[config.mk]
export PLATFORM = sky130hd
export DESIGN_NAME = meba_front
export DESIGN_NICKNAME = d
export VERILOG_FILES = /design/src/hw/rtl/meba_pkg.sv /design/src/hw/rtl/meba_front.sv
export SDC_FILE = /design/constraint.sdc
export NUM_CORES = 2
export LEC_CHECK = 0
export BUFFER_PORTS_ARGS = -buffer_cell sky130_fd_sc_hd__buf_2
export CORE_ASPECT_RATIO = 1.4
export CORE_MARGIN = 3
export CORE_UTILIZATION = 59
export DETAILED_ROUTE_END_ITERATION = 10
export PLACE_DENSITY = 0.8
export SYNTH_ARGS = -nofsm -noshare
export SYNTH_HDL_FRONTEND = slang
export SYNTH_SLANG_ARGS = --single-unit
[constraint.sdc]
create_clock -name clk -period 10.9 [get_ports clk]
set_input_delay 1.635 -clock clk [delete_from_list [all_inputs] [get_ports clk]]
set_output_delay 1.635 -clock clk [all_outputs]
set_load 0.02 [all_outputs]
[src/hw/rtl/meba_pkg.sv]
// Shared types and constants for the microphone energy balance azimuth block.
package meba_pkg;
	localparam int EW = 41;           // energy sum width
	localparam int QW = 18;           // signed Q1.17 ratio width
	localparam int NDIV = 17;         // quotient bits
	localparam int NSTEP = 24;        // rotation steps
	localparam int CW = 32;           // rotation x/y width
	localparam int ZW = 32;           // angle accumulator width
	localparam logic [EW-1:0] EMAX = {EW{1'b1}};
	localparam logic signed [ZW-1:0] HALF_Z = 32'sd117964800;   // 1800 * 65536
	localparam logic signed [ZW-1:0] FULL_Z = 32'sd235929600;   // 3600 * 65536

	typedef struct packed {
		logic [EW-1:0] e0;
		logic [EW-1:0] e1;
		logic [EW-1:0] e2;
		logic [EW-1:0] e3;
	} energy_set_t;

	typedef enum logic [2:0] {
		B_IDLE, B_DIV, B_ROT, B_FIN, B_OUT
	} back_state_t;

	function automatic logic signed [ZW-1:0] arc_of(input logic [4:0] i);
		logic signed [ZW-1:0] r;
		case (i)
			5'd0: r = 32'sd29491200;
			5'd1: r = 32'sd17409672;
			5'd2: r = 32'sd9198793;
			5'd3: r = 32'sd4669451;
			5'd4: r = 32'sd2343786;
			5'd5: r = 32'sd1173036;
			5'd6: r = 32'sd586661;
			5'd7: r = 32'sd293348;
			5'd8: r = 32'sd146676;
			5'd9: r = 32'sd73339;
			5'd10: r = 32'sd36669;
			5'd11: r = 32'sd18335;
			5'd12: r = 32'sd9167;
			5'd13: r = 32'sd4584;
			5'd14: r = 32'sd2292;
			5'd15: r = 32'sd1146;
			5'd16: r = 32'sd573;
			5'd17: r = 32'sd286;
			5'd18: r = 32'sd143;
			5'd19: r = 32'sd72;
			5'd20: r = 32'sd36;
			5'd21: r = 32'sd18;
			5'd22: r = 32'sd9;
			5'd23: r = 32'sd4;
			default: r = '0;
		endcase
		return r;
	endfunction
endpackage

[src/hw/rtl/meba_front.sv]
// Front part: squares samples, keeps energy sums, pushes finished sets to the queue.
module meba_front (
	input  logic clk,
	input  logic arst_n,
	input  logic signed [15:0] mic0_sample,
	input  logic signed [15:0] mic1_sample,
	input  logic signed [15:0] mic2_sample,
	input  logic signed [15:0] mic3_sample,
	input  logic block_end,
	input  logic in_valid,
	output logic in_ready,
	output logic push,
	output meba_pkg::energy_set_t push_set,
	input  logic q_full
);
	import meba_pkg::*;

	logic [EW-1:0] acc_q [4];
	logic [EW-1:0] nxt [4];
	logic signed [15:0] smp [4];
	logic fire;

	assign smp[0] = mic0_sample;
	assign smp[1] = mic1_sample;
	assign smp[2] = mic2_sample;
	assign smp[3] = mic3_sample;
	assign in_ready = !q_full;
	assign fire = in_valid && in_ready;

	always_comb begin
		for (int k = 0; k < 4; k++) begin
			logic [32:0] sq;
			logic [EW:0] s;
			sq = 33'(unsigned'(32'(smp[k] * smp[k])));
			s = {1'b0, acc_q[k]} + (EW+1)'(sq);
			nxt[k] = s[EW] ? EMAX : s[EW-1:0];
		end
	end

	assign push = fire && block_end;
	assign push_set = '{e0: nxt[0], e1: nxt[1], e2: nxt[2], e3: nxt[3]};

	always_ff @(posedge clk or negedge arst_n) begin
		if (!arst_n) begin
			for (int k = 0; k < 4; k++) acc_q[k] <= '0;
		end else if (fire) begin
			for (int k = 0; k < 4; k++) acc_q[k] <= block_end ? '0 : nxt[k];
		end
	end
endmodule

==> qor.yml <==
fin_crit_sh_pct: 104
cp_max_fo: 11
rsz0062_at_grt: "yes"
gp_congestion: 0.959
finalClockSkew_ps: 24.3
cts_tree: "yes"
synth_area_leader_cell: "fa_1"
synth_warnings: 0
hold_viol: 0
setup_viol: 132
track_usage_pct: 33.9
synth_area_mm2: 0.0497
syn_to_final_growth_pct: 29.8
n_antenna_cell: 0
critPathMaxStageDelay_ps: 570
status: "finished, violations left"
die_w_um: 251
wl_per_cell_um: 20.5
cp.required_ps: 9270
drtAntennaViolNets: 0
grt_pass1_wl_mm: 237
pre_cts_ws_ps: -1000
overflow: 0
fin_nets: 8046
slew_headroom_pct: 24.0
ios: 235
core_area_mm2: 0.0832
synth_area_leaders: "fa_1 (38%), ha_1 (12%), inv_1 (10%)"
grt_max_degree: 109
core.rowCount: 125
synth_edf_count: 0
synth-seq-cells: 164
grt_pass1_vias: 47800
syn_inst: 5566
crit_top_cell: "fa_1"
crit_type: "in -> out"
hold_class: "reg -> reg"
ys_types: 89
first_iter_violations: 2864
start_kind: "input port"
h-tree-depth: 4
cp.arrival_ps: 9740
fin_util_pct: 77.5
cts_max_path_buffers: 2
wirelength_mm: 157
portBuffers: 234
drtPass1Iterations: 9
cts-root-buf: "clkbuf_16"
yosysSeqAreaShare_pct: 8.26
worst_pin_slew_ps: 1140
fin_ws_ps: -471
drv_cap: 0
slew_violations: 0
clk_pin_slew_ps: 80
postSynthAreaPerCell_um2: 8.93
numCtsBuffers: 17
numClockSinks: 164
largest_reg_flops: 164
die_h_um: 349
min_period_ps: 11370
reg_top3: "acc_q x164"
vias: 44600
hpwl_mm: 116
initial_core_util_pct: 59.7
vias_per_cell: 5.83
synth_commonest_cells: "inv_1 (1,338), fa_1 (951), nand2_1 (518), ha_1 (476), a21oi_1 (231)"
fmax_mhz: 87.9
route.detailed.drc: 0
cts_hold_buf: 0
ys_async_sr_fraction_pct: 100
worstSkewPairLatency_ps: 510
layout-drive-gt1-share_pct: 26.8
synth_nets: 7062
violations: "negative setup slack"
largest_register: "acc_q"
antenna_found_initial: 2
synth.most_common_cell: "inv_1"
synth_top_area_share_pct: 38.3
worst_setup_path_end_kind: "output port"
crit_slowest_cell: "fa_1"
dieArea_mm2: 0.0878
ys_dominant_reg_cell: "dfrtp_1"
[worst max-delay path: cells and delay by family]
family / cells / cell delay, ps
XOR/XNOR: 1 / 140
AND/OR/NAND/NOR: 8 / 1970
adder cells (fa/ha/maj): 8 / 3660
AO/OA/AOI/OAI: 6 / 1210
buffers and inverters: 9 / 1080
[cells in the final DEF (no fill, tap or decap), types with 28 or more instances in the layout]
master	instances
inv_1	1293
fa_1	918
buf_4	821
ha_1	439
nand2_1	375
buf_6	241
nor2_1	202
a21oi_1	186
dfrtp_1	164
xnor2_1	162
and2_1	156
a22o_1	119
a21o_1	110
o21ai_0	98
nand2_4	82
xor2_1	81
nand3_1	50
o21a_1	43
inv_2	42
and3_1	40
a31oi_1	37
nor3_1	36
nand2_2	35
a21oi_2	35
nand2b_1	33
and2_4	33
fa_2	33
ha_4	29
buf_12	28
[final cells by class]
cell class | count | area (um^2)
clock buffers | 17 | 425
clock inverters | 15 | 184
fillers | 5022 | 18700
inverters | 1340 | 5040
multi-input cells | 3882 | 43200
flip-flops and latches | 164 | 4100
well taps | 1079 | 1350
repair buffers | 1145 | 10100
[logic make-up (layout without fill, tap and decap cells)]
family	count (synthesis)	after routing	share of synthesized area (%)
buf+inv	1520	2517	11.6
fa+ha+maj	1427	1427	50.3
simple gates	1242	1242	11.8
compound gates	944	944	13.2
xor+xnor	255	255	4.50
flops	164	164	8.26
mux	14	14	0.312
[through the flow]
step	instance area, um^2	TNS, ps	cells	hold slack, ps
after floorplan	49800	0	5566	477
after global placement	57100	-76450	7417	493
after detailed placement	57100	-93360	7417	497
after CTS	60600	-12620	7524	520
after global routing	64500	-68130	7642	527
final	64500	-26830	7642	519
[path summary, 6_finish.rpt]
path | slack [ps] | startpoint | depth (start not counted) | endpoint
max | -470 | mic0_sample[15] | 32 | push_set[161]
min | 520 | acc_q[127] | 1 | acc_q[127]
max reg2reg | 6510 | acc_q[2] | 13 | acc_q[31]
min reg2reg | 520 | acc_q[127] | 1 | acc_q[127]
max in group asynchronous | 8000 | arst_n | 2 | acc_q[130]
min in group asynchronous | 1170 | arst_n | 1 | acc_q[1]
[per-layer routing]
layer	track usage, %	part of all wire [%]	vias up	routed length (um)
li1	-	-	19500	-
met1	38.0	34	22300	53900
met2	61.1	52	2011	81000
met3	4.91	6.3	787	9910
met4	20.5	7.7	4	12200
met5	0	0.018	-	29
[repair_timing]
action | in CTS | in global routing
pin swaps | 142 | 232
setup endpoints to repair | 164 | 164
setup buffers | 72 | 117
cloned | 5 | 8
resized for setup | 577 | 752
Power is left out: the tool's default activity adds up to more than one toggle a clock period on the data nets, which glitch-free logic cannot reach.
