`src/hw/rtl/meba_pkg.sv`:
```
// Shared types and constants for the microphone energy balance azimuth block.
package meba_pkg;
	localparam int EW = 41;           // energy sum width
	localparam int QW = 18;           // signed Q1.17 ratio width
	localparam int NDIV = 17;         // quotient bits
	localparam int NSTEP = 24;        // rotation steps
	localparam int CW = 32;           // rotation x/y width
	localparam int ZW = 32;           // angle accumulator width
	localparam logic [EW-1:0] EMAX = {EW{1'b1}};
	localparam logic signed [ZW-1:0] HALF_Z = 32'sd117964800;   // 1800 * 65536
	localparam logic signed [ZW-1:0] FULL_Z = 32'sd235929600;   // 3600 * 65536

	typedef struct packed {
		logic [EW-1:0] e0;
		logic [EW-1:0] e1;
		logic [EW-1:0] e2;
		logic [EW-1:0] e3;
	} energy_set_t;

	typedef enum logic [2:0] {
		B_IDLE, B_DIV, B_ROT, B_FIN, B_OUT
	} back_state_t;

	function automatic logic signed [ZW-1:0] arc_of(input logic [4:0] i);
		logic signed [ZW-1:0] r;
		case (i)
			5'd0: r = 32'sd29491200;
			5'd1: r = 32'sd17409672;
			5'd2: r = 32'sd9198793;
			5'd3: r = 32'sd4669451;
			5'd4: r = 32'sd2343786;
			5'd5: r = 32'sd1173036;
			5'd6: r = 32'sd586661;
			5'd7: r = 32'sd293348;
			5'd8: r = 32'sd146676;
			5'd9: r = 32'sd73339;
			5'd10: r = 32'sd36669;
			5'd11: r = 32'sd18335;
			5'd12: r = 32'sd9167;
			5'd13: r = 32'sd4584;
			5'd14: r = 32'sd2292;
			5'd15: r = 32'sd1146;
			5'd16: r = 32'sd573;
			5'd17: r = 32'sd286;
			5'd18: r = 32'sd143;
			5'd19: r = 32'sd72;
			5'd20: r = 32'sd36;
			5'd21: r = 32'sd18;
			5'd22: r = 32'sd9;
			5'd23: r = 32'sd4;
			default: r = '0;
		endcase
		return r;
	endfunction
endpackage

```
`src/hw/rtl/meba_back.sv`:
```
// Back part: serial ratio division, CORDIC vectoring and the azimuth output register.
module meba_back (
	input  logic clk,
	input  logic arst_n,
	input  logic avail,
	input  meba_pkg::energy_set_t head,
	output logic pop,
	output logic out_valid,
	input  logic out_ready,
	output logic [11:0] azimuth_tenths
);
	import meba_pkg::*;

	back_state_t st_q, st_d;
	logic [4:0] cnt_q;
	// two restoring dividers, one quotient bit per cycle
	logic [EW:0] denx_q, deny_q;
	logic [EW:0] remx_q, remy_q;
	logic [NDIV-1:0] qx_q, qy_q;
	logic negx_q, negy_q;
	logic signed [CW-1:0] x_q, y_q;
	logic signed [ZW-1:0] z_q;
	logic [11:0] az_q;
	logic [EW+1:0] trx, try_;
	logic signed [QW-1:0] dx, dy;
	logic signed [CW-1:0] xs, ys;
	logic signed [ZW-1:0] t;
	logic [15:0] tt;
	logic [11:0] fin;
	logic last;

	assign last = cnt_q == 5'(NDIV-1);
	assign trx = {remx_q, 1'b0};
	assign try_ = {remy_q, 1'b0};
	assign dx = negx_q ? -QW'(signed'({1'b0, qx_q})) : QW'(signed'({1'b0, qx_q}));
	assign dy = negy_q ? -QW'(signed'({1'b0, qy_q})) : QW'(signed'({1'b0, qy_q}));
	assign xs = x_q >>> cnt_q;
	assign ys = y_q >>> cnt_q;
	assign t = z_q + FULL_Z;
	assign tt = t[ZW-1] ? 16'd0 : t[31:16];
	assign fin = tt >= 16'd3600 ? 12'(tt - 16'd3600) : tt[11:0];

	always_comb begin
		st_d = st_q;
		case (st_q)
			B_IDLE: if (avail) st_d = B_DIV;
			B_DIV: if (last) st_d = B_ROT;
			B_ROT: if (cnt_q == 5'(NSTEP-1)) st_d = B_FIN;
			B_FIN: st_d = B_OUT;
			B_OUT: if (out_ready) st_d = B_IDLE;
			default: st_d = B_IDLE;
		endcase
	end

	always_comb begin
		pop = st_q == B_IDLE && avail;
		out_valid = st_q == B_OUT;
	end
	assign azimuth_tenths = az_q;

	always_ff @(posedge clk or negedge arst_n) begin
		if (!arst_n) st_q <= B_IDLE;
		else st_q <= st_d;
	end

	always_ff @(posedge clk) begin
		case (st_q)
			B_IDLE: begin
				cnt_q <= '0;
				denx_q <= {1'b0, head.e0} + {1'b0, head.e1} + 1'b1;
				deny_q <= {1'b0, head.e2} + {1'b0, head.e3} + 1'b1;
				negx_q <= head.e1 < head.e0;
				negy_q <= head.e3 < head.e2;
				// numerator is below the denominator, so every quotient bit is fractional
				remx_q <= {1'b0, head.e1 < head.e0 ? head.e0 - head.e1 : head.e1 - head.e0};
				remy_q <= {1'b0, head.e3 < head.e2 ? head.e2 - head.e3 : head.e3 - head.e2};
			end
			B_DIV: begin
				remx_q <= trx >= {1'b0, denx_q} ? (EW+1)'(trx - {1'b0, denx_q})
					: trx[EW:0];
				remy_q <= try_ >= {1'b0, deny_q} ? (EW+1)'(try_ - {1'b0, deny_q})
					: try_[EW:0];
				qx_q <= {qx_q[NDIV-2:0], trx >= {1'b0, denx_q}};
				qy_q <= {qy_q[NDIV-2:0], try_ >= {1'b0, deny_q}};
				cnt_q <= last ? 5'd0 : cnt_q + 1'b1;
			end
			B_ROT: begin
				if (cnt_q == '0) begin
					// setup folded into the first step: take dx, dy fresh
					logic signed [CW-1:0] x0, y0;
					logic signed [ZW-1:0] z0;
					x0 = dx < 0 ? CW'(-dx) <<< 12 : CW'(dx) <<< 12;
					y0 = dx < 0 ? CW'(-dy) <<< 12 : CW'(dy) <<< 12;
					z0 = dx < 0 ? (dy > 0 ? HALF_Z : -HALF_Z) : '0;
					if (y0 >= 0) begin
						x_q <= x0 + y0;
						y_q <= y0 - x0;
						z_q <= z0 + arc_of(5'd0);
					end else begin
						x_q <= x0 - y0;
						y_q <= y0 + x0;
						z_q <= z0 - arc_of(5'd0);
					end
				end else if (y_q >= 0) begin
					x_q <= x_q + ys;
					y_q <= y_q - xs;
					z_q <= z_q + arc_of(cnt_q);
				end else begin
					x_q <= x_q - ys;
					y_q <= y_q + xs;
					z_q <= z_q - arc_of(cnt_q);
				end
				cnt_q <= cnt_q + 1'b1;
			end
			B_FIN: begin
				if (dx == 0 && dy == 0) az_q <= 12'd0;
				else if (dy == 0) az_q <= dx < 0 ? 12'd1800 : 12'd0;
				else if (dx == 0) az_q <= dy > 0 ? 12'd900 : 12'd2700;
				else az_q <= fin;
			end
			default: ;
		endcase
	end

	a_out_range: assert property (@(posedge clk) disable iff (!arst_n)
		out_valid |-> azimuth_tenths < 12'd3600) else $error("azimuth out of range");
	a_pop_idle: assert property (@(posedge clk) disable iff (!arst_n)
		pop |=> st_q == B_DIV) else $error("pop did not start division");
	a_out_hold: assert property (@(posedge clk) disable iff (!arst_n)
		(out_valid && !out_ready) |=> out_valid && $stable(azimuth_tenths))
		else $error("result dropped");
endmodule

```
`config.mk`:
```
export PLATFORM = sky130hd
export DESIGN_NAME = meba_back
export DESIGN_NICKNAME = d
export VERILOG_FILES = /design/src/hw/rtl/meba_pkg.sv /design/src/hw/rtl/meba_back.sv
export SDC_FILE = /design/constraint.sdc
export NUM_CORES = 2
export LEC_CHECK = 0
export BUFFER_PORTS_ARGS = -buffer_cell sky130_fd_sc_hd__buf_4
export CORE_MARGIN = 8
export CORE_UTILIZATION = 45
export CTS_BUF_LIST = sky130_fd_sc_hd__clkbuf_8 sky130_fd_sc_hd__clkbuf_16
export DETAILED_ROUTE_END_ITERATION = 8
export MAX_ROUTING_LAYER = met4
export PLACE_DENSITY_LB_ADDON = 0.25
export REMOVE_ABC_BUFFERS = 1
export SLEW_MARGIN = 10
export SYNTH_ARGS = -nofsm -noshare
export SYNTH_HDL_FRONTEND = slang
export SYNTH_SLANG_ARGS = --single-unit
export TNS_END_PERCENT = 20
```
`constraint.sdc`:
```
create_clock -name clk -period 10.2 [get_ports clk]
set_input_delay 0.51 -clock clk [delete_from_list [all_inputs] [get_ports clk]]
set_output_delay 0.51 -clock clk [all_outputs]
set_load 0.05 [all_outputs]
```
==> run metrics <==
Critical Path AT=7.77 ns; largest net degree at the start of global routing=81; Register Area=10090 µm²; FILL cells=10.21k; FMAX=134.6 MHz; final setup fails=0; global-route wire length before repair=232200 µm; Post-Synth Adder-Cell Area=13.78%; Setup Skew=0.05202 ns; R2R cell count=22; mapped cell area=47260 µm²; Max Fanout on Critical Path=29; Clock Tree Buf Depth=3; Die Y=340.1 µm; XOR/XNOR Fraction of Synth Area=8.578%; post-synth cell types=100; slowest stage delay, CP=0.81 ns; leading cell type in the layout, fill and taps excluded=a21oi_1; Seq cells post-synth=345; Sink Count=345; vias in the first global route=42.45k; status=completed; DRC violations left=0; Min-Delay Path Depth=3; Rows=119; leading area contributor after synthesis=edfxtp_1; Total Routing Usage GR=24.75%; port buffer count=181; routed vias=44.81k; ANT nets after route=0; Post-Syn Instances=5917; commonest non-fill, non-tap cells in the layout=635 x a21oi_1, 542 x nor2_1, 498 x ha_1; Pleak=21.63 nW; Least-Margin Pin Slew=1.111 ns; Clk pin slew, worst setup/hold paths=0.07 ns; detail-routed via count per cell=6.106; Pwr Density=156.6 nW/µm²; Post-synth EDFFs=317; Final Cycle Share=72.85%; HPWL after DPL=114100 µm; core area=104700 µm²; post-DR wirelength/cell=20.18 µm; Multi-input gate area=34240 µm²; layout cells sized above 1=8.143%; Most used DFF post-synth=edfxtp_1; Simple-Gate Fraction of Synth Area=16.76%; TritonCTS buffer count=44; worst hold slack=0.1948 ns; multiplexer area fraction after synthesis=7.101%; complex-gate fraction of the synthesized area=26.09%; clock root cell=clkbuf_16; synth top area cells=edfxtp_1 20%, ha_1 13%, a21oi_1 6.7%; area grow syn2layout=8.319%; max cap viols=0; Die ar.=115600 µm²; syn avg cell area=7.987 µm²; YS warnings=0; gpl congestion=0.9979; Slew Limit Headroom=25.41%; 1st-iter DRT viols=4042; clock insertion delay at the later pin of the skew report=0.61 ns; Worst path most repeated cell=a21oi_1; Slowest-stage cell, CP=edfxtp_1; gr ovfl total=0; Post-CTS Resized=0; Yosys top cell area share=20.14%; maximum vdd drop=0.0001298 V; initial antenna violation count=3; Max Slew Vio Count=0; H-Tree Depth=2; DRT Pass-1 Iters=7; CP Class=reg2reg; Seq/Total Area, Yosys=21.36%; num ports=182; Nets=6589; RSZ-0062 raised after global routing=no; Fin. Hold Viols=0; Critical Path Source Type=flip-flop; asr flop ratio synth=0.8696%; Fin Setup TNS=0 ns; Worst EP required=10.53 ns; hold crit path type=in2reg; non-filler cells, final=7338; CTS tree=done; minimum clock period=7.431 ns; Die X=340.1 µm; # placed instances=7253; Post-Route WL=148000 µm; initial core utilization=45.15%; Critical Path End Type=flip-flop; Design Power=0.008017 W; Critical Path, Cell by Cell=buf_4, mux4_2, nand2_1, a21oi_1, o32ai_1, ha_1, nor3b_1, inv_1, o21ai_0, xor2_1, ha_1, a211oi_1, o21ai_0, o22ai_1, o221ai_1, a2111oi_0, o311ai_0, a21oi_1, inv_1, a21oi_1, mux2i_1, nand3_1; largest family of logic cells by synthesized area=compound AO/OA/AOI/OAI gates
## path summary, 6_finish.rpt
kind	from	end	slack [ns]
max	cnt_q[0]	y_q[30]	2.77
min	out_ready	st_q[2]	0.19
max reg2reg	cnt_q[0]	y_q[30]	2.77
min reg2reg	qy_q[13]	qy_q[14]	0.47
max in group asynchronous	arst_n	st_q[0]	9.83
min in group asynchronous	arst_n	st_q[2]	0.26
## logic make-up (layout without fill, tap and decap cells)
group / count (synthesis) / in the layout
flip-flops: 345 / 345
AND/OR/NAND/NOR: 1670 / 1670
other: 2 / 5
multiplexers: 232 / 232
buffers and inverters: 751 / 778
adder cells (fa/ha/maj): 512 / 512
AO/OA/AOI/OAI: 1943 / 1943
XOR/XNOR: 462 / 462
## critical path: cells and delay by family (launching register included)
kind	cells	cell delay, ns
and+or+nand+nor	3	0.70
adders and majority gates	2	0.57
AOI/OAI and AO/OA	11	3.36
buffers and inverters	3	0.72
xor gates and xnor gates	1	0.19
muxes	2	0.79
DFF	1	0.81
## layout make-up
| type | count | share of cell area, % |
|---|---|---|
| flip-flops and latches | 345 | 19.72 |
| repair buffers | 229 | 3.363 |
| diodes | 3 | 0.01467 |
| clock inverters | 34 | 0.9239 |
| multi-input cells | 4821 | 66.89 |
| well taps | 1391 | 3.400 |
| inverters | 468 | 3.434 |
| clock buffers | 47 | 2.254 |
## routing by layer
| layer | wire (µm) | vias up | GRT usage (%) |
|---|---|---|---|
| li1 | - | 21566 | - |
| met1 | 67430 | 21250 | 33.79 |
| met2 | 65790 | 1704 | 38.45 |
| met3 | 9922 | 287 | 2.998 |
| met4 | 4906 | 0 | 7.313 |
| met5 | 0 | - | - |
## per-stage QoR
step           worst slack (ns)  util (%)  cell area, µm²
4_1_cts                   2.734     48.90           51180
5_1_grt                   2.157     48.90           51190
2_1_floorplan           -0.3005         -           46030
6_report                  2.769     48.90           51190
3_5_place_dp              2.828     47.33           49550
3_3_place_gp              2.805     47.33           49550
## timing repair
| action | CTS | global route |
|---|---|---|
| hold buffers | 1 | 0 |
| endpoints found under the hold margin | 3 | 0 |
| buffers inserted | 0 | 0 |
## report_power, final
| group | internal, W | total, W | switching [W] |
|---|---|---|---|
| clock | 0.00110 | 0.00179 | 0.000688 |
| combinational | 0.00170 | 0.00433 | 0.00263 |
| sequential | 0.00181 | 0.00190 | 0.0000872 |
| total | 0.00461 | 0.00802 | 0.00341 |
## cells in the mapped netlist, types with 63 or more instances
library cell  number
nor3_1           120
xor2_1           154
o21a_1            68
a21o_1           150
nand3_1          114
clkbuf_1         216
a31oi_1           63
o21bai_1         108
xnor2_1          307
nand2_1          427
o21ai_0          343
inv_1            455
a21oi_1          635
edfxtp_1         317
ha_1             498
o31ai_1           65
mux4_2            79
mux2i_1          117
nor2_1           544
nand2b_1          69
a211oi_1         110
## sequential cells by signal (all words and copies together), names as in the netlist, named ones only
signal and flops:
negy_q 1, qy_q 17, cnt_q 5, remy_q 42, qx_q 17, denx_q 42, z_q 32, deny_q 42
negx_q 1, st_q 3, x_q 32, y_q 32, remx_q 42, azimuth_tenths 12
No activity file was read; power rests on OpenSTA's default activity.
