File: src/hw/rtl/meba_pkg.sv
// Shared types and constants for the microphone energy balance azimuth block.
package meba_pkg;
	localparam int EW = 41;           // energy sum width
	localparam int QW = 18;           // signed Q1.17 ratio width
	localparam int NDIV = 17;         // quotient bits
	localparam int NSTEP = 24;        // rotation steps
	localparam int CW = 32;           // rotation x/y width
	localparam int ZW = 32;           // angle accumulator width
	localparam logic [EW-1:0] EMAX = {EW{1'b1}};
	localparam logic signed [ZW-1:0] HALF_Z = 32'sd117964800;   // 1800 * 65536
	localparam logic signed [ZW-1:0] FULL_Z = 32'sd235929600;   // 3600 * 65536

	typedef struct packed {
		logic [EW-1:0] e0;
		logic [EW-1:0] e1;
		logic [EW-1:0] e2;
		logic [EW-1:0] e3;
	} energy_set_t;

	typedef enum logic [2:0] {
		B_IDLE, B_DIV, B_ROT, B_FIN, B_OUT
	} back_state_t;

	function automatic logic signed [ZW-1:0] arc_of(input logic [4:0] i);
		logic signed [ZW-1:0] r;
		case (i)
			5'd0: r = 32'sd29491200;
			5'd1: r = 32'sd17409672;
			5'd2: r = 32'sd9198793;
			5'd3: r = 32'sd4669451;
			5'd4: r = 32'sd2343786;
			5'd5: r = 32'sd1173036;
			5'd6: r = 32'sd586661;
			5'd7: r = 32'sd293348;
			5'd8: r = 32'sd146676;
			5'd9: r = 32'sd73339;
			5'd10: r = 32'sd36669;
			5'd11: r = 32'sd18335;
			5'd12: r = 32'sd9167;
			5'd13: r = 32'sd4584;
			5'd14: r = 32'sd2292;
			5'd15: r = 32'sd1146;
			5'd16: r = 32'sd573;
			5'd17: r = 32'sd286;
			5'd18: r = 32'sd143;
			5'd19: r = 32'sd72;
			5'd20: r = 32'sd36;
			5'd21: r = 32'sd18;
			5'd22: r = 32'sd9;
			5'd23: r = 32'sd4;
			default: r = '0;
		endcase
		return r;
	endfunction
endpackage

File: src/hw/rtl/meba_queue.sv
// Short queue of finished energy sets between front and back.
module meba_queue #(
	parameter int DEPTH_LG = 1
) (
	input  logic clk,
	input  logic arst_n,
	input  logic push,
	input  meba_pkg::energy_set_t push_set,
	output logic full,
	output logic avail,
	input  logic pop,
	output meba_pkg::energy_set_t head
);
	import meba_pkg::*;

	localparam int DEPTH = 1 << DEPTH_LG;
	energy_set_t mem_q [DEPTH];
	logic [DEPTH_LG-1:0] wp_q, rp_q;
	logic [DEPTH_LG:0] cnt_q;

	assign full = cnt_q == (DEPTH_LG+1)'(DEPTH);
	assign avail = cnt_q != '0;
	assign head = mem_q[rp_q];

	always_ff @(posedge clk) begin
		if (push) mem_q[wp_q] <= push_set;
	end

	always_ff @(posedge clk or negedge arst_n) begin
		if (!arst_n) begin
			wp_q <= '0;
			rp_q <= '0;
			cnt_q <= '0;
		end else begin
			if (push) wp_q <= wp_q + 1'b1;
			if (pop) rp_q <= rp_q + 1'b1;
			cnt_q <= cnt_q + (DEPTH_LG+1)'(push) - (DEPTH_LG+1)'(pop);
		end
	end

	a_no_overflow: assert property (@(posedge clk) disable iff (!arst_n) full |-> !push)
		else $error("queue push while full");
	a_no_underflow: assert property (@(posedge clk) disable iff (!arst_n) !avail |-> !pop)
		else $error("queue pop while empty");
	a_count: assert property (@(posedge clk) disable iff (!arst_n)
		(push && !pop) |=> cnt_q == $past(cnt_q) + 1'b1)
		else $error("queue count did not advance");
endmodule

File: config.mk
export PLATFORM = sky130hd
export DESIGN_NAME = meba_queue
export DESIGN_NICKNAME = d
export VERILOG_FILES = /design/src/hw/rtl/meba_pkg.sv /design/src/hw/rtl/meba_queue.sv
export SDC_FILE = /design/constraint.sdc
export NUM_CORES = 1
export LEC_CHECK = 0
export ABC_CLOCK_PERIOD_IN_PS = 17800
export BUFFER_PORTS_ARGS = -buffer_cell sky130_fd_sc_hd__buf_2
export CORE_ASPECT_RATIO = 0.7
export CORE_MARGIN = 3
export CORE_UTILIZATION = 40
export CTS_CLUSTER_SIZE = 12
export DETAILED_ROUTE_END_ITERATION = 10
export PLACE_DENSITY = 0.67
export SETUP_SLACK_MARGIN = 0.5
export SLEW_MARGIN = 40
export SYNTH_ARGS = -nofsm -noshare
export SYNTH_HDL_FRONTEND = slang
export SYNTH_SLANG_ARGS = --single-unit
File: constraint.sdc
create_clock -name clk -period 17.8 [get_ports clk]
set_input_delay 2.67 -clock clk [delete_from_list [all_inputs] [get_ports clk]]
set_output_delay 2.67 -clock clk [all_outputs]
set_load 0.02 [all_outputs]
==> results of run 1 <==
[routing by layer]
layer  track usage [%]  up-vias  routed length [um]
met5                 0        -                  56
met4             4.424       10                 438
met3             6.730       52                2700
met2             21.57      229               11040
met1             18.21     3012                9996
li1                  -     2808                   -
[registers in the layout (all words and copies together) (netlist names)]
signal,cells
mem_q,328
cnt_q,2
rp_q,1
wp_q,1
[power by group]
group,internal [mW],total [mW],switching [mW],leakage [nW]
combinational,0.302,0.778,0.476,2.06
clock,0.393,0.659,0.266,0.494
sequential,1.04,1.09,0.0516,3.12
[worst paths after layout]
kind                                  start                     end  slack [ns]  cells after the start
setup / recovery           rp_q$_DFFE_PN0P_                head[97]       12.37                      3
hold / removal             wp_q$_DFFE_PN0P_        wp_q$_DFFE_PN0P_        0.55                      1
setup reg to reg           wp_q$_DFFE_PN0P_  mem_q[0][88]$_DFFE_PP_       15.65                      3
hold reg to reg            wp_q$_DFFE_PN0P_        wp_q$_DFFE_PN0P_        0.55                      1
max in group asynchronous            arst_n        rp_q$_DFFE_PN0P_       15.70                      1
min in group asynchronous            arst_n      cnt_q[1]$_DFF_PN0_        1.97                      1
[stage by stage]
stage	hold WS, ns	std cells	area (um2)	total power [mW]
2_1_floorplan	0.4555	525	12090	1.691
3_3_place_gp	0.5290	1252	14130	1.890
3_5_place_dp	0.5410	1252	14140	1.896
4_1_cts	0.5495	1303	15160	2.569
5_1_grt	0.5639	1304	15160	2.651
6_report	0.5451	1304	15160	2.526
[cell families (layout without fill, tap and decap cells)]
group         Yosys count  count (layout)
buf+inv                20             393
flops                 332             332
fa+ha+maj               2               2
other cells             0               1
simple gates            4               4
mux                   164             164
xor+xnor                3               3
[worst reg2reg max path, delay by kind of cell (launching register included)]
kind | cells | cell delay, ns
simple gates | 1 | 0.13
flops | 1 | 0.42
buf+inv | 2 | 1.17
[final cells by class]
cell class	count	share of cell area [%]
multi-input combinational	173	12.85
timing repair buffer	340	11.41
clock buffer	49	6.469
antenna	1	0.01650
tap	405	3.342
clock inverter	2	0.2310
inverter	2	0.04951
sequential	332	65.64
[Yosys cell counts]
library cell / instances
edfxtp_1: 328
buf_2: 1
mux2_2: 164
xor2_1: 2
ha_1: 2
xor3_1: 1
dfrtp_1: 4
nor2b_1: 2
buf_6: 17
and2_1: 1
inv_1: 2
or2_2: 1
[cell usage in the layout (no fill, tap or decap)]
| cell | n |
|---|---|
| clkbuf_1 | 11 |
| and2_4 | 1 |
| clkinv_2 | 1 |
| or2_2 | 1 |
| ha_1 | 2 |
| xor2_1 | 2 |
| mux2_2 | 164 |
| nor2b_4 | 1 |
| dfrtp_1 | 3 |
| clkbuf_16 | 37 |
| bufinv_16 | 1 |
| inv_1 | 2 |
| buf_2 | 333 |
| buf_6 | 3 |
| edfxtp_1 | 328 |
| clkbuf_8 | 1 |
| buf_4 | 4 |
| xor3_1 | 1 |
| diode_2 | 1 |
| dfrtp_4 | 1 |
| nor2b_1 | 1 |
==> impl_results.md, run 1 <==
* Max-Slew Margin vs Limit at 47.19%
* Max-slew violations at 0
* Vias in the first global route at 6,168
* TNS Setup at 0 ns
* Worst Setup Slack, final at 12.37 ns
* CP Data Required Time at 15.13 ns
* Die X at 213.8 um
* Netlist cell types at 12
* Nets at 1,053
* Die ar. at 32,380 um2
* Synthesized area per cell at 23.03 um2
* First-pass GRT wire length at 34,850 um
* RePlAce Congestion at 0.7478
* Yosys warns at 0
* Cell Rows at 52
* Synth Area in XOR/XNOR at 0.3415%
* Cell Pwr Density at 166.6 nW/um2
* Root Driver: clkbuf_16
* Routed len/inst at 18.58 um
* Core box area at 29,340 um2
* Crit. End Element: primary output
* RSZ-0062 raised after global routing: no
* Largest family of logic cells by synthesized area: multiplexers
* Max clock buf depth at 3
* Multiplexer area fraction after synthesis at 15.27%
* Sequential element share of the synthesized area at 82.28%
* Multi-input gate area at 1948 um2
* Reg area at 9953 um2
* Worst path slowest cell: dfrtp_4
* Worst-Skew Late Latency at 0.51 ns
* Max-cap check violation count at 0
* Die Span Y at 151.5 um
* Buffers on Ports at 333
* Total CTS buffers at 34
* VDD IR max at 104.7 uV
* # setup viols final at 0
* Clock sink total at 332
* CP arrival at 2.76 ns
* Worst-Margin Slew at 0.7922 ns
* I/O Pins at 334
* DR pass1 iterations at 4
* Period utilization at 30.50%
* # DRC at 0
* CTS tree: done
* Yosys reg bits at 332
* CP Cell Sequence: buf_4, mux2_2, buf_2
* Compound-cell area share of the yosys netlist at 0%
* Kind of critical path: reg -> out
* Initial antenna violation count at 6
* Number of DRC markers in iteration 0 at 359
* Cts repair resizes at 0
* Fraction of layout cells with a size suffix above 1 at 61.02%
* Post-synthesis simple-gate area fraction at 0.2070%
* Setup Buffers After CTS at 0
* DRT antenna net count at 0
* Post-synthesis cell count at 525
* Final period demand of the worst path at 5.429 ns
* Post-cts hold buffer count at 0
* Worst-path clk slew at 0.05 ns
* Post-Route WL at 24,230 um
* Total buffers and inverters traversed by the critical path at 2
* Outcome: completed
* Synth top area cells: edfxtp_1, mux2_2, buf_6
* Startpoint Class: flop
* Dominant cell type by area after synthesis: edfxtp_1
* Largest net degree at the start of global routing at 67
* Dpl hpwl at 15,820 um
* Vias at 6,111
* Adder-cell share of the synthesized area at 0.2070%
* Critical path's top delay family: buffers and inverters
* Fin. Hold Viols at 0
* Syn-to-layout area delta at 25.41%
* Critical path peak fanout at 57
* Synthesized Nets at 695
* Hold Crit Class: reg -> reg
* Total gr overflow at 0
* CP peak stage delay at 0.85 ns
* Clk_skew at 0.01504 ns
* Max Freq at 184.2 MHz
* Final Core Density at 51.68%
* Share of Yosys cell area claimed by the top area cell type at 81.46%
* Filler Cell Count at 2,423
* Vias per std cell at 4.686
* DP Worst Slack at 12.87 ns
* GRT Total Usage at 14.21%
* Max H-tree Level at 2
* Leakage power at 5.676 nW
* Starting Density at 41.21%
* Post-Syn Area at 12,090 um2
No activity file was read; power rests on OpenSTA's default activity.
==> inputs of run 2 (changes only) <==
--- a/config.mk
+++ b/config.mk
@@ -5,7 +5,7 @@
 export SDC_FILE = /design/constraint.sdc
 export NUM_CORES = 1
 export LEC_CHECK = 0
-export ABC_CLOCK_PERIOD_IN_PS = 17800
+export ABC_CLOCK_PERIOD_IN_PS = 5500
 export BUFFER_PORTS_ARGS = -buffer_cell sky130_fd_sc_hd__buf_2
 export CORE_ASPECT_RATIO = 0.7
 export CORE_MARGIN = 3
==> constraint.sdc (replaced) <==
create_clock -name clk -period 5.5 [get_ports clk]
set_input_delay 0.825 -clock clk [delete_from_list [all_inputs] [get_ports clk]]
set_output_delay 0.825 -clock clk [all_outputs]
set_load 0.02 [all_outputs]
==> impl_results.md, run 2 (same netlist as run 1, synthesis figures left out) <==
* Root Driver: clkbuf_16
* Clk_skew at 0.009778 ns
* Crit. End Element: primary output
* Dpl hpwl at 15,650 um
* VDD IR max at 283.8 uV
* Max Freq at 283.7 MHz
* Cell Rows at 52
* Vias in the first global route at 6,425
* Clk pwr share at 25.6%
* Sw Pwr at 2.552 mW
* Worst path slowest cell: dfrtp_4
* Total CTS buffers at 34
* WHS at 0.1249 ns
* I/O Pins at 334
* Startpoint Class: flop
* # setup viols final at 0
* CTS tree: done
* DRT antenna net count at 0
* Combinational Power Share at 30.8%
* Sw frac at 31.40%
* Initial antenna violation count at 8
* GRT Total Usage at 14.24%
* Buffers on Ports at 333
* Internal Power at 5.575 mW
* Cts repair resizes at 0
* Filler Cell Count at 2,435
* Max-cap check violation count at 0
* Worst-Margin Slew at 0.8025 ns
* RePlAce Congestion at 0.7251
* CP Cell Sequence: buf_12, mux2_2, buf_2
* First-pass GRT wire length at 35,400 um
* Worst-path clk slew at 0.06 ns
* Outcome: completed
* Largest regs: mem_q x328, cnt_q x2
* Total gr overflow at 0
* Most frequent cells in the layout: buf_2, edfxtp_1, mux2_2
* Leakage power at 5.667 nW
* Starting Density at 41.21%
* Final period demand of the worst path at 3.525 ns
* Seq pwr share at 43.5%
* Dpl cells at 1,250
* Fin. Hold Viols at 0
* Max-slew violations at 0
* Largest register FFs at 328
* Die Span Y at 151.5 um
* Nets at 1,051
* CP arrival at 2.70 ns
* Biggest register: mem_q
* Period utilization at 64.09%
* Cell Pwr Density at 535.7 nW/um2
* Core box area at 29,340 um2
* Setup Buffers After CTS at 0
* RSZ-0062 raised after global routing: no
* DR pass1 iterations at 4
* Post-Route WL at 24,190 um
* Die ar. at 32,380 um2
* Max-Slew Margin vs Limit at 46.50%
* CP Data Required Time at 4.68 ns
* Kind of critical path: reg -> out
* Post-cts hold buffer count at 0
* TNS Setup at 0 ns
* Total buffers and inverters traversed by the critical path at 2
* Commonest non-fill, non-tap cell in the layout: buf_2
* Critical path peak fanout at 109
* Die X at 213.8 um
* Max H-tree Level at 2
* DP Worst Slack at 2.492 ns
* Hold Crit Class: in -> async
* Vias at 6,143
* Vias per std cell at 4.707
* Clock sink total at 332
* Worst Setup Slack, final at 1.975 ns
* Worst-Skew Late Latency at 0.50 ns
* Syn-to-layout area delta at 25.47%
* Largest net degree at the start of global routing at 110
* Number of DRC markers in iteration 0 at 230
* # DRC at 0
* Layout Cells excl Fill at 1,305
* Max clock buf depth at 3
* Fraction of layout cells with a size suffix above 1 at 60.58%
* Critical path's top delay family: flip-flops
* Routed len/inst at 18.54 um
* CP peak stage delay at 0.93 ns
[run 2: cell count changes in the layout (fill, tap and decap cells not counted)]
cell,delta
bufinv_16,-1
buf_4,-3
clkinv_2,-1
clkinv_1,+4
diode_2,+1
buf_12,+4
buf_6,-3
[run 2: final cells by class]
class                           instances  area, um2  area share (%)
Sequential cell                       332       9953           65.61
Antenna cell                            2      5.005         0.03299
Clock inverter                          4      15.01         0.09897
Inverter                                2      7.507         0.04948
Multi-Input combinational cell        173       1948           12.84
Clock buffer                           49      980.9           6.466
Tap cell                              405      506.7           3.340
Timing Repair Buffer                  338       1754           11.56
[run 2: metrics by stage]
stage / cell area [um2] / utilization, % / total power [mW]
2_1_floorplan: 12100 / - / 5.393
3_3_place_gp: 14150 / 48.22 / 6.115
3_5_place_dp: 14170 / 48.29 / 6.137
4_1_cts: 15170 / 51.68 / 8.260
5_1_grt: 15170 / 51.69 / 8.524
6_report: 15170 / 51.70 / 8.127
[run 2: layer usage]
metal	routed length (um)	track usage, %	vias to the layer above
met3	2388	6.236	62
li1	-	-	2803
met4	616	4.820	12
met1	9848	17.84	3044
met2	11260	22.31	222
met5	73	0	-
[run 2: path summary, 6_finish.rpt]
path | from | endpoint | slack, ns | cells past startpoint
setup / recovery | rp_q$_DFFE_PN0P_ | head[78] | 1.98 | 3
hold / removal | arst_n | cnt_q[0]$_DFF_PN0_ | 0.12 | 1
setup reg to reg | wp_q$_DFFE_PN0P_ | mem_q[1][118]$_DFFE_PP_ | 3.37 | 3
hold reg to reg | wp_q$_DFFE_PN0P_ | wp_q$_DFFE_PN0P_ | 0.54 | 1
max in group asynchronous | arst_n | rp_q$_DFFE_PN0P_ | 5.23 | 1
min in group clk | push_set[59] | mem_q[1][59]$_DFFE_PP_ | 0.51 | 1
[run 2: power groups by stage]
stage | clock, mW | combinational (mW) | sequential (mW)
5_1_grt | 2.26 | 2.68 | 3.59
2_1_floorplan | 0 | 1.88 | 3.51
3_3_place_gp | 0 | 2.54 | 3.58
4_1_cts | 2.16 | 2.56 | 3.55
6_report | 2.08 | 2.51 | 3.54
3_5_place_dp | 0 | 2.54 | 3.59
==> inputs of run 3 (changes only) <==
--- a/config.mk
+++ b/config.mk
@@ -5,14 +5,14 @@
 export SDC_FILE = /design/constraint.sdc
 export NUM_CORES = 1
 export LEC_CHECK = 0
-export ABC_CLOCK_PERIOD_IN_PS = 5500
+export ABC_CLOCK_PERIOD_IN_PS = 3100
 export BUFFER_PORTS_ARGS = -buffer_cell sky130_fd_sc_hd__buf_2
 export CORE_ASPECT_RATIO = 0.7
 export CORE_MARGIN = 3
 export CORE_UTILIZATION = 40
 export CTS_CLUSTER_SIZE = 12
 export DETAILED_ROUTE_END_ITERATION = 10
-export PLACE_DENSITY = 0.67
+export PLACE_DENSITY = 0.69
 export SETUP_SLACK_MARGIN = 0.5
 export SLEW_MARGIN = 40
 export SYNTH_ARGS = -nofsm -noshare
==> constraint.sdc (replaced) <==
create_clock -name clk -period 3.1 [get_ports clk]
set_input_delay 0.465 -clock clk [delete_from_list [all_inputs] [get_ports clk]]
set_output_delay 0.465 -clock clk [all_outputs]
set_load 0.02 [all_outputs]
==> impl_results.md, run 3 (same netlist as run 1, synthesis figures left out) <==
* Outcome: completed
* # setup viols final at 0
* Crit. End Element: primary output
* TNS Setup at 0 ns
* Max H-tree Level at 2
* Root Driver: clkbuf_16
* Max-slew violations at 0
* Kind of critical path: reg -> out
* Reg2reg path depth at 2
* I/O Pins at 334
* Max-Slew Margin vs Limit at 61.52%
* # DRC at 0
* Max clock buf depth at 3
* CP Cell Sequence: buf_16, mux2_2, buf_2
* Post-Route WL at 24,320 um
* Cell Pwr Density at 951.6 nW/um2
* Commonest non-fill, non-tap cell in the layout: buf_2
* Biggest register: mem_q
* Startpoint Class: flop
* Routed len/inst at 18.57 um
* CP Data Required Time at 2.63 ns
* Syn-to-layout area delta at 26.13%
* Largest regs: mem_q x328, cnt_q x2
* Fin. Hold Viols at 0
* Nets at 1,061
* Die Span Y at 151.5 um
* Starting Density at 41.21%
* Vias at 6,115
* RePlAce Congestion at 0.7106
* Initial antenna violation count at 3
* Core box area at 29,340 um2
* Total gr overflow at 0
* Worst path slowest cell: dfrtp_4
* Max Freq at 408.7 MHz
* VDD IR max at 490.1 uV
* Leakage power at 5.713 nW
* Clock sink total at 332
* Period utilization at 78.94%
* CP peak stage delay at 0.54 ns
* Vias in the first global route at 6,472
* DRT antenna net count at 0
* Register-to-register setup slack at 1.44 ns
* Largest register FFs at 328
* Final Core Density at 51.97%
* CP arrival at 1.98 ns
* Filler Cell Count at 2,372
* Critical path peak fanout at 58
* GRT Total Usage at 14.46%
* WHS at 0.1420 ns
* Dpl hpwl at 16,240 um
* Worst-path clk slew at 0.06 ns
* FF-to-FF Start: wp_q$_DFFE_PN0P_
* Worst-Margin Slew at 0.5773 ns
* CTS tree: done
* Total CTS buffers at 34
* Largest net degree at the start of global routing at 93
* Crit path launch: rp_q$_DFFE_PN0P_
* Final period demand of the worst path at 2.447 ns
* Total power draw at 14.51 mW
* Worst Setup EP: head[69]
* RSZ-0062 raised after global routing: no
* Clk_skew at 0.01273 ns
* Cell Rows at 52
* Worst-Skew Late Latency at 0.51 ns
* DR pass1 iterations at 5
* Most frequent cells in the layout: buf_2, edfxtp_1, mux2_2
* First-pass GRT wire length at 35,520 um
* Number of DRC markers in iteration 0 at 344
* Buffers on Ports at 333
* Die X at 213.8 um
* Fraction of layout cells with a size suffix above 1 at 61.28%
* Vias per std cell at 4.668
* Max-cap check violation count at 0
* Hold Crit Class: in -> reg
* Die ar. at 32,380 um2
* Worst R2R End: mem_q[1][75]$_DFFE_PP_
[run 3: stage by stage]
step,area [um2],cells,setup slack [ns]
final,15250,1310,0.6530
after CTS,15230,1307,0.5090
after global placement,14240,1256,0.9402
after detailed placement,14240,1256,0.9215
after global routing,15250,1309,0.5877
after floorplan,12100,525,-0.2579
[run 3: worst max-delay path: cells and delay by family, from the launching register on]
kind	cells	cell delay, ns
flip-flops	1	0.54
buffers and inverters	2	0.46
multiplexers	1	0.41
[run 3: routing by layer]
layer,vias to the layer above,global-route usage [%],wire length [um]
met4,6,4.754,530
met3,55,5.968,2326
li1,2827,-,-
met2,234,22.84,11410
met1,2993,18.24,10030
met5,-,0,22
[run 3: worst min path at each step]
stage / start / slack [ns] / to / cells after the start
after detailed placement: arst_n / 0.28 / cnt_q[1]$_DFF_PN0_ / 1
final: push_set[72] / 0.14 / mem_q[1][72]$_DFFE_PP_ / 1
after global placement: arst_n / 0.27 / cnt_q[1]$_DFF_PN0_ / 1
after floorplan: arst_n / 0.17 / cnt_q[0]$_DFF_PN0_ / 0
after CTS: push_set[0] / 0.10 / mem_q[0][0]$_DFFE_PP_ / 1
after global routing: push_set[71] / 0.10 / mem_q[1][71]$_DFFE_PP_ / 1
[run 3: power breakdown]
part,internal (mW),leakage (nW),switching [mW],total [mW]
combinational,1.87,2.12,2.86,4.74
sequential,5.95,3.12,0.204,6.16
clock,2.09,0.465,1.53,3.62
total,9.91,5.71,4.60,14.5
[run 3: repair_timing]
item	CTS	global route
setup endpoints to repair	132	10
hold endpoints to repair	4	0
hold buffers	1	0
gates resized for setup	1	1
setup buffers	1	2
[run 3: final cells by class]
type / instances / area [um2] / area share [%]
antenna: 1 / 2.502 / 0.01641
clock buffer: 43 / 884.6 / 5.800
clock inverter: 6 / 72.57 / 0.4758
inverter: 2 / 7.507 / 0.04922
multi-input combinational: 173 / 1948 / 12.77
sequential: 332 / 9953 / 65.26
tap: 405 / 506.7 / 3.323
timing repair buffer: 348 / 1876 / 12.30
